`src/sv/assert_macros.svh`:
```
// Assertion macros shared by the filter RTL.
`ifndef ASSERT_MACROS_SVH
`define ASSERT_MACROS_SVH

// Check a property on every clock edge outside reset.
`define RIF_ASSERT(label, prop, msg) \
  label: assert property (@(posedge clk) disable iff (!rst_n) (prop)) else $error(msg);

// Check that a condition never holds outside reset.
`define RIF_NEVER(label, cond, msg) \
  label: assert property (@(posedge clk) disable iff (!rst_n) !(cond)) else $error(msg);

`endif

```
`src/sv/rif_pkg.sv`:
```
// Shared types and constants of the recent id filter.
package rif_pkg;

  localparam int IdW         = 32;
  localparam int TimeW       = 32;
  localparam int DefaultSlots = 9;

  localparam logic [TimeW-1:0] ExpiryReset = TimeW'(18);

  typedef struct packed {
    logic [IdW-1:0]   id;
    logic [TimeW-1:0] last_seen;
  } entry_t;

  typedef struct packed {
    logic valid;
    logic is_new;
  } scan_res_t;

  typedef enum logic [1:0] {
    ST_IDLE,
    ST_SCAN,
    ST_RESULT
  } scan_state_t;

endpackage

```
`src/sv/recent_id_filter_with_expiry.sv`:
```
// Top level of the recent id filter: expiry register, table, walker, output register.
//
// Each id is looked up in a table of TABLE_SLOTS slots held in a memory with a
// registered read. The walker issues one slot read per cycle and checks each slot
// the cycle after, ending at the last slot or earlier when the id is found, and
// takes no new id until its result has moved into an output register. The next
// id is accepted while that result still waits to be taken. The table reads as
// empty after reset, with no clearing pass. The expiry window resets to 18
// seconds; the user must write it through cfg_wr_en / cfg_wr_data only while
// the block is idle, which the block itself does not enforce.

module recent_id_filter_with_expiry #(
  parameter int TABLE_SLOTS = rif_pkg::DefaultSlots
) (
  input  logic                       clk,
  input  logic                       rst_n,
  input  logic                       in_valid,
  output logic                       in_ready,
  input  logic [rif_pkg::IdW-1:0]    in_sender_id,
  input  logic [rif_pkg::TimeW-1:0]  in_now_seconds,
  output logic                       out_valid,
  input  logic                       out_ready,
  output logic                       out_is_new,
  input  logic                       cfg_wr_en,
  input  logic [rif_pkg::TimeW-1:0]  cfg_wr_data
);
  import rif_pkg::*;

  localparam int SlotW = (TABLE_SLOTS > 1) ? $clog2(TABLE_SLOTS) : 1;

  logic [TimeW-1:0] expiry_r;
  logic             out_valid_r, out_valid_nxt;
  logic             out_is_new_r, out_is_new_nxt;

  logic             rd_en;
  logic [SlotW-1:0] rd_addr;
  entry_t           rd_data;
  logic             wr_en;
  logic [SlotW-1:0] wr_addr;
  entry_t           wr_data;
  scan_res_t        res;
  logic             res_taken;

  rif_mem #(
    .TABLE_SLOTS (TABLE_SLOTS),
    .SlotW       (SlotW)
  ) u_mem (
    .clk     (clk),
    .rst_n   (rst_n),
    .rd_en   (rd_en),
    .rd_addr (rd_addr),
    .rd_data (rd_data),
    .wr_en   (wr_en),
    .wr_addr (wr_addr),
    .wr_data (wr_data)
  );

  rif_scan #(
    .TABLE_SLOTS (TABLE_SLOTS),
    .SlotW       (SlotW)
  ) u_scan (
    .clk            (clk),
    .rst_n          (rst_n),
    .in_valid       (in_valid),
    .in_ready       (in_ready),
    .in_sender_id   (in_sender_id),
    .in_now_seconds (in_now_seconds),
    .expiry_window  (expiry_r),
    .rd_en          (rd_en),
    .rd_addr        (rd_addr),
    .rd_data        (rd_data),
    .wr_en          (wr_en),
    .wr_addr        (wr_addr),
    .wr_data        (wr_data),
    .res            (res),
    .res_taken      (res_taken)
  );

  // Load a new beat whenever the output register is empty or being drained.
  assign res_taken = res.valid && (!out_valid_r || out_ready);

  always_comb begin
    out_valid_nxt  = out_valid_r;
    out_is_new_nxt = out_is_new_r;
    if (out_valid_r && out_ready) out_valid_nxt = 1'b0;
    if (res_taken) begin
      out_valid_nxt  = 1'b1;
      out_is_new_nxt = res.is_new;
    end
  end

  always_ff @(posedge clk) begin
    if (!rst_n) begin
      expiry_r    <= ExpiryReset;
      out_valid_r <= 1'b0;
    end else begin
      if (cfg_wr_en) expiry_r <= cfg_wr_data;
      out_valid_r <= out_valid_nxt;
    end
  end

  always_ff @(posedge clk) begin
    out_is_new_r <= out_is_new_nxt;
  end

  assign out_valid  = out_valid_r;
  assign out_is_new = out_is_new_r;

endmodule

```
`src/sv/rif_mem.sv`:
```
// Slot table memory: one write port, one registered read port, per-entry valid bits.
`include "assert_macros.svh"

module rif_mem #(
  parameter int TABLE_SLOTS = rif_pkg::DefaultSlots,
  parameter int SlotW       = (TABLE_SLOTS > 1) ? $clog2(TABLE_SLOTS) : 1
) (
  input  logic                 clk,
  input  logic                 rst_n,
  input  logic                 rd_en,
  input  logic [SlotW-1:0]     rd_addr,
  output rif_pkg::entry_t      rd_data,
  input  logic                 wr_en,
  input  logic [SlotW-1:0]     wr_addr,
  input  rif_pkg::entry_t      wr_data
);
  import rif_pkg::*;

  entry_t                 mem_r [TABLE_SLOTS];
  logic [TABLE_SLOTS-1:0] valid_r;
  entry_t                 rd_q_r;
  logic                   rd_vld_r;

  always_ff @(posedge clk) begin
    if (wr_en) begin
      mem_r[wr_addr] <= wr_data;
    end
    if (rd_en) begin
      rd_q_r <= mem_r[rd_addr];
    end
  end

  // Valid bits make never-written entries read as empty with time zero.
  always_ff @(posedge clk) begin
    if (!rst_n) begin
      valid_r  <= '0;
      rd_vld_r <= 1'b0;
    end else begin
      if (wr_en) begin
        valid_r[wr_addr] <= 1'b1;
      end
      if (rd_en) begin
        rd_vld_r <= valid_r[rd_addr];
      end
    end
  end

  assign rd_data = rd_vld_r ? rd_q_r : '0;

  `RIF_NEVER(a_rd_range, rd_en && (int'(rd_addr) >= TABLE_SLOTS), "read beyond table")
  `RIF_NEVER(a_wr_range, wr_en && (int'(wr_addr) >= TABLE_SLOTS), "write beyond table")

endmodule

```
`src/sv/rif_scan.sv`:
```
// Slot walker: streams reads through the table, checks each slot, writes back.
`include "assert_macros.svh"

module rif_scan #(
  parameter int TABLE_SLOTS = rif_pkg::DefaultSlots,
  parameter int SlotW       = (TABLE_SLOTS > 1) ? $clog2(TABLE_SLOTS) : 1
) (
  input  logic                       clk,
  input  logic                       rst_n,
  input  logic                       in_valid,
  output logic                       in_ready,
  input  logic [rif_pkg::IdW-1:0]    in_sender_id,
  input  logic [rif_pkg::TimeW-1:0]  in_now_seconds,
  input  logic [rif_pkg::TimeW-1:0]  expiry_window,
  output logic                       rd_en,
  output logic [SlotW-1:0]           rd_addr,
  input  rif_pkg::entry_t            rd_data,
  output logic                       wr_en,
  output logic [SlotW-1:0]           wr_addr,
  output rif_pkg::entry_t            wr_data,
  output rif_pkg::scan_res_t         res,
  input  logic                       res_taken
);
  import rif_pkg::*;

  localparam logic [SlotW-1:0] LastSlot = SlotW'(TABLE_SLOTS - 1);

  scan_state_t      state_r, state_nxt;
  logic [IdW-1:0]   id_r, id_nxt;
  logic [TimeW-1:0] now_r, now_nxt;
  logic [SlotW-1:0] rd_idx_r, rd_idx_nxt;
  logic             rd_on_r, rd_on_nxt;
  logic             chk_vld_r, chk_vld_nxt;
  logic [SlotW-1:0] chk_idx_r, chk_idx_nxt;
  logic [SlotW-1:0] free_idx_r, free_idx_nxt;
  logic             is_new_r, is_new_nxt;

  logic             accept;
  logic             slot_empty;
  logic             slot_match;
  logic             slot_expired;
  logic [TimeW-1:0] age;
  logic [SlotW-1:0] free_sel;
  logic             finish;

  assign accept = in_valid && in_ready;

  // Check stage: rd_data belongs to slot chk_idx_r.
  always_comb begin
    age          = now_r - rd_data.last_seen;
    slot_empty   = (rd_data.id == '0);
    slot_match   = !slot_empty && (rd_data.id == id_r);
    slot_expired = (age > expiry_window);
    free_sel     = (slot_empty || (!slot_match && slot_expired)) ? chk_idx_r : free_idx_r;
    finish       = chk_vld_r && (slot_match || (chk_idx_r == LastSlot));
  end

  always_comb begin
    state_nxt = state_r;
    unique case (state_r)
      ST_IDLE: begin
        if (in_valid) state_nxt = ST_SCAN;
      end
      ST_SCAN: begin
        if (finish) state_nxt = ST_RESULT;
      end
      ST_RESULT: begin
        if (res_taken) state_nxt = ST_IDLE;
      end
      default: state_nxt = ST_IDLE;
    endcase
  end

  always_comb begin
    in_ready     = (state_r == ST_IDLE);
    res.valid    = (state_r == ST_RESULT);
    res.is_new   = is_new_r;
    id_nxt       = id_r;
    now_nxt      = now_r;
    rd_idx_nxt   = rd_idx_r;
    rd_on_nxt    = rd_on_r;
    chk_vld_nxt  = 1'b0;
    chk_idx_nxt  = rd_idx_r;
    free_idx_nxt = free_idx_r;
    is_new_nxt   = is_new_r;
    rd_en        = 1'b0;
    rd_addr      = rd_idx_r;
    wr_en        = 1'b0;
    wr_addr      = chk_idx_r;
    wr_data      = '{id: id_r, last_seen: now_r};

    if (accept) begin
      id_nxt       = in_sender_id;
      now_nxt      = in_now_seconds;
      rd_idx_nxt   = '0;
      rd_on_nxt    = 1'b1;
      free_idx_nxt = '0;
    end

    if (state_r == ST_SCAN) begin
      // Issue one read per cycle until the last slot is requested or a match ends the walk.
      rd_en       = rd_on_r;
      chk_vld_nxt = rd_on_r;
      if (rd_on_r) begin
        if (rd_idx_r == LastSlot) rd_on_nxt = 1'b0;
        else rd_idx_nxt = rd_idx_r + SlotW'(1);
      end

      if (chk_vld_r) begin
        free_idx_nxt = free_sel;
        priority if (slot_match) begin
          // Refresh the time stamp of the matching slot.
          wr_en      = 1'b1;
          wr_data    = '{id: rd_data.id, last_seen: now_r};
          is_new_nxt = slot_expired;
        end else if (chk_idx_r == LastSlot) begin
          // No match anywhere: insert into the last free slot seen, or slot zero if none.
          wr_en      = 1'b1;
          wr_addr    = free_sel;
          is_new_nxt = 1'b1;
        end else if (!slot_empty && slot_expired) begin
          // Drop the stale id, keep its time stamp.
          wr_en   = 1'b1;
          wr_data = '{id: '0, last_seen: rd_data.last_seen};
        end
      end

      if (finish) begin
        rd_on_nxt   = 1'b0;
        chk_vld_nxt = 1'b0;
      end
    end
  end

  always_ff @(posedge clk) begin
    if (!rst_n) begin
      state_r   <= ST_IDLE;
      rd_on_r   <= 1'b0;
      chk_vld_r <= 1'b0;
    end else begin
      state_r   <= state_nxt;
      rd_on_r   <= rd_on_nxt;
      chk_vld_r <= chk_vld_nxt;
    end
  end

  always_ff @(posedge clk) begin
    id_r       <= id_nxt;
    now_r      <= now_nxt;
    rd_idx_r   <= rd_idx_nxt;
    chk_idx_r  <= chk_idx_nxt;
    free_idx_r <= free_idx_nxt;
    is_new_r   <= is_new_nxt;
  end

  `RIF_NEVER(a_rw_same_slot, rd_en && wr_en && (rd_addr == wr_addr), "read and write hit one slot")
  `RIF_ASSERT(a_start_scan, accept |=> (state_r == ST_SCAN) && rd_on_r && (rd_idx_r == '0) && !chk_vld_r, "scan did not start at slot zero")
  `RIF_ASSERT(a_one_write_finish, finish |-> wr_en, "walk ended without a write")
  `RIF_NEVER(a_check_outside_scan, chk_vld_r && (state_r != ST_SCAN), "slot checked outside a walk")

endmodule
```
`config.mk`:
```
export PLATFORM = sky130hd
export DESIGN_NAME = recent_id_filter_with_expiry
export DESIGN_NICKNAME = d
export VERILOG_FILES = /design/src/sv/rif_pkg.sv /design/src/sv/recent_id_filter_with_expiry.sv /design/src/sv/rif_mem.sv /design/src/sv/rif_scan.sv
export VERILOG_INCLUDE_DIRS = /design/src /design/src/sv
export SDC_FILE = /design/constraint.sdc
export NUM_CORES = 1
export LEC_CHECK = 0
export BUFFER_PORTS_ARGS = -buffer_cell sky130_fd_sc_hd__buf_2
export CORE_MARGIN = 3
export CORE_UTILIZATION = 50
export CTS_BUF_LIST = sky130_fd_sc_hd__clkbuf_8 sky130_fd_sc_hd__clkbuf_16
export DETAILED_ROUTE_END_ITERATION = 6
export PLACE_DENSITY = 0.66
export SYNTH_ARGS = -nofsm -noshare
export SYNTH_HDL_FRONTEND = slang
export SYNTH_HIERARCHICAL = 1
export SYNTH_SLANG_ARGS = --single-unit
```
`constraint.sdc`:
```
create_clock -name clk -period 12.3 [get_ports clk]
set_input_delay 2.46 -clock clk [delete_from_list [all_inputs] [get_ports clk]]
set_output_delay 2.46 -clock clk [all_outputs]
set_load 0.01 [all_outputs]
```
==> results.json <==
{
  "fmax_mhz": 124.1,
  "drc_errors": 0,
  "leakage_nw": 11.94,
  "drv_cap": 0,
  "synth.net_count": 2093,
  "seqCellArea_um2": 22400,
  "grt_first_pass_wirelength_um": 105500,
  "synth_edf_count": 706,
  "worstPathRequired_ps": 12530,
  "timing.final.crit_share_pct": 65.50,
  "hold_viol": 0,
  "rr_endpoint": "u_mem/mem_r[6][0]",
  "area_delta_synth_final_pct": 12.12,
  "setup.worst_path.end": "u_mem/mem_r[6][0]",
  "max_slew.worst_pin.slew_ps": 1182,
  "drtIter0Drc": 1397,
  "final_cell_count_no_fill": 2959,
  "maxSlewViolCount": 0,
  "top_usage_layer": "met2",
  "post-cts-setup-buffers": 0,
  "vdd_drop_max_mv": 0.1230,
  "r2r_cells": 25,
  "final.setup.tns_ps": 0,
  "numPortBuffers": 103,
  "cts_sinks": 765,
  "path_max_fanout": 51,
  "clock_latency_ps": 630,
  "crit_slowest_cell": "nor2_4",
  "rr_startpoint": "u_mem/rd_vld_r",
  "vias": 16948,
  "start_util_pct": 50.98,
  "critPathMaxStageDelay_ps": 980,
  "die-area_um2": 67870,
  "synth_ff_type": "edfxtp_1",
  "rsz0062_at_grt": "no",
  "die_h_um": 260.5,
  "yosys_warnings": 6,
  "multi_input_area_um2": 9293,
  "use_met1_pct": 28.24,
  "place_hpwl_um": 41050,
  "io_pins": 104,
  "first_pass_iters": 5,
  "min_path_type": "flip-flop to flip-flop",
  "hold_slack_ps": 464.8,
  "die_x_um": 260.5,
  "cts.clk_slew.worst_paths_ps": 60,
  "setup_viol": 0,
  "layout_min_cycle_time_ps": 8056,
  "ys_types": 71,
  "cts_buffers": 79,
  "gr-total-overflow": 0,
  "finalClockSkew_ps": 29.57,
  "ys_ff_latch": 765,
  "crit_arrival_ps": 8290,
  "post-route-util_pct": 57.16,
  "wl_um": 68880,
  "grt_use_met2_pct": 34.10,
  "critical_path_class": "flip-flop to flip-flop",
  "wire_per_inst_um": 23.28,
  "grt_use_met3_pct": 3.212,
  "final_antenna_net_count": 0,
  "grt.total_usage_pct": 20.71,
  "startpoint_type": "flip-flop",
  "antenna_found_initial": 1,
  "htree_levels": 3,
  "slew_headroom_pct": 21.01,
  "avgSynthCellArea_um2": 16.82,
  "endpoint_kind": "flip-flop",
  "grt_start_max_net_pins": 106,
  "cts_tree": "built",
  "outcome": "completed",
  "hold_path_startpoint": "u_scan/is_new_r",
  "synth_cells": 1926,
  "final_cell_mix": "706 x edfxtp_1, 128 x mux4_2, 104 x mux2i_1",
  "worst_path_most_repeated_cell": "a21o_1",
  "clk_path_buf_depth": 3,
  "reg2reg_slack_ps": 4240,
  "root_buffer": "clkbuf_16",
  "crit_start": "u_mem/rd_vld_r",
  "core.rowCount": 92,
  "async_flop_share_pct": 0,
  "core-area_um2": 63540,
  "final_common_cell": "edfxtp_1",
  "routed_via_density": 5.728,
  "gp_congestion": 0.8405,
  "power.density_nw_per_um2": 155.0,
  "yosysSeqAreaShare_pct": 69.10,
  "grt_pass1_vias": 17684,
  "drive_gt1_share_pct": 20.50,
  "placed_cells": 2815,
  "cts-resized-gates": 0,
  "syn_area_um2": 32390,
  "cts_hold_buffers": 0,
  "fillCellCount": 4849,
  "nets": 2217
}
## synthesized netlist by cell type, types with 4 or more instances
cell      instances  area [um2]
a21o_1           26       195.2
a21oi_1          32       160.2
a22oi_1          34       255.2
and2_1           68       425.4
and3_1            5       31.28
buf_2            20       100.1
buf_4             7       52.55
buf_6             9       101.4
clkbuf_1         43       161.4
dfxtp_1          59        1181
edfxtp_1        706       21200
ha_1             65       813.3
inv_1            79       296.5
mux2_1            7       78.83
mux2_2           26       292.8
mux2i_1         104        1041
mux4_2          128        2883
nand2_1          93       349.1
nand2b_1         37       231.5
nand3_1          11       55.05
nand4_1          16       100.1
nor2_1           28       105.1
nor2b_1          42       262.8
nor3_1            7       35.03
nor4_1           17       106.4
o21a_1           21       157.7
o21ai_0          48       240.2
o21ai_1          65       325.3
o31ai_1           4       30.03
xnor2_1          33       289.0
xor2_1           29       254.0
## per-layer routing
metal / vias to the layer above / share of wire, %
li1: 7721 / -
met1: 8656 / 43
met2: 438 / 48
met3: 133 / 5.0
met4: 0 / 3.4
met5: - / 0
## layout make-up
| type | instances | area share, % |
|---|---|---|
| diodes | 1 | 0.006890 |
| well taps | 846 | 2.915 |
| clock inverters | 60 | 1.382 |
| multi-input cells | 996 | 25.59 |
| clock buffers | 83 | 5.626 |
| repair buffers | 129 | 1.991 |
| flip-flops and latches | 765 | 61.67 |
| inverters | 79 | 0.8200 |
## cell families (layout without fill, tap and decap cells)
| family | Yosys count | in the layout | share of synthesized area [%] |
|---|---|---|---|
| compound gates | 260 | 260 | 5.168 |
| mux | 265 | 265 | 13.26 |
| fa+ha+maj | 66 | 66 | 2.573 |
| flops | 765 | 765 | 69.10 |
| xor+xnor | 62 | 62 | 1.676 |
| buf+inv | 165 | 351 | 2.468 |
| simple gates | 343 | 343 | 5.756 |
| other cells | 0 | 1 | 0 |
## registers in the layout (all words and copies together) (netlist names), 9 cells and up
| name | cells |
|---|---|
| expiry_r | 32 |
| u_mem/mem_r | 576 |
| u_scan/id_r | 32 |
| u_scan/now_r | 32 |
| u_mem/rd_q_r | 64 |
| u_mem/valid_r | 9 |
## how the worst min path moves through the flow
stage,to,slack (ps),cells after the start
floorplan,u_scan/chk_idx_r[1],390,0
global placement,u_mem/valid_r[4],440,1
detailed placement,u_mem/valid_r[4],460,1
CTS,u_scan/free_idx_r[1],470,2
global route,u_mem/valid_r[1],480,1
finish,out_is_new,460,0
## per-stage QoR
step / instance area [um2] / total power, mW / setup slack, ps
2_1_floorplan: 32390 / 3.246 / 1858
3_3_place_gp: 33770 / 3.356 / 4415
3_5_place_dp: 33770 / 3.366 / 4257
4_1_cts: 36310 / 5.682 / 4250
5_1_grt: 36310 / 5.831 / 3770
6_report: 36320 / 5.629 / 4244
## critical path: cells and delay by family (launching register included)
family	cells	cell delay, ps
AOI/OAI and AO/OA	12	2360
xor gates and xnor gates	1	140
adders and majority gates	2	680
buffers and inverters	3	1280
DFF	1	430
and+or+nand+nor	7	2740
## report_power, final
part | internal (mW) | switching [mW]
Clock | 1.34 | 0.986
Sequential | 2.89 | 0.0298
Combinational | 0.162 | 0.222
Total | 4.39 | 1.24
No activity file was read; power rests on OpenSTA's default activity.
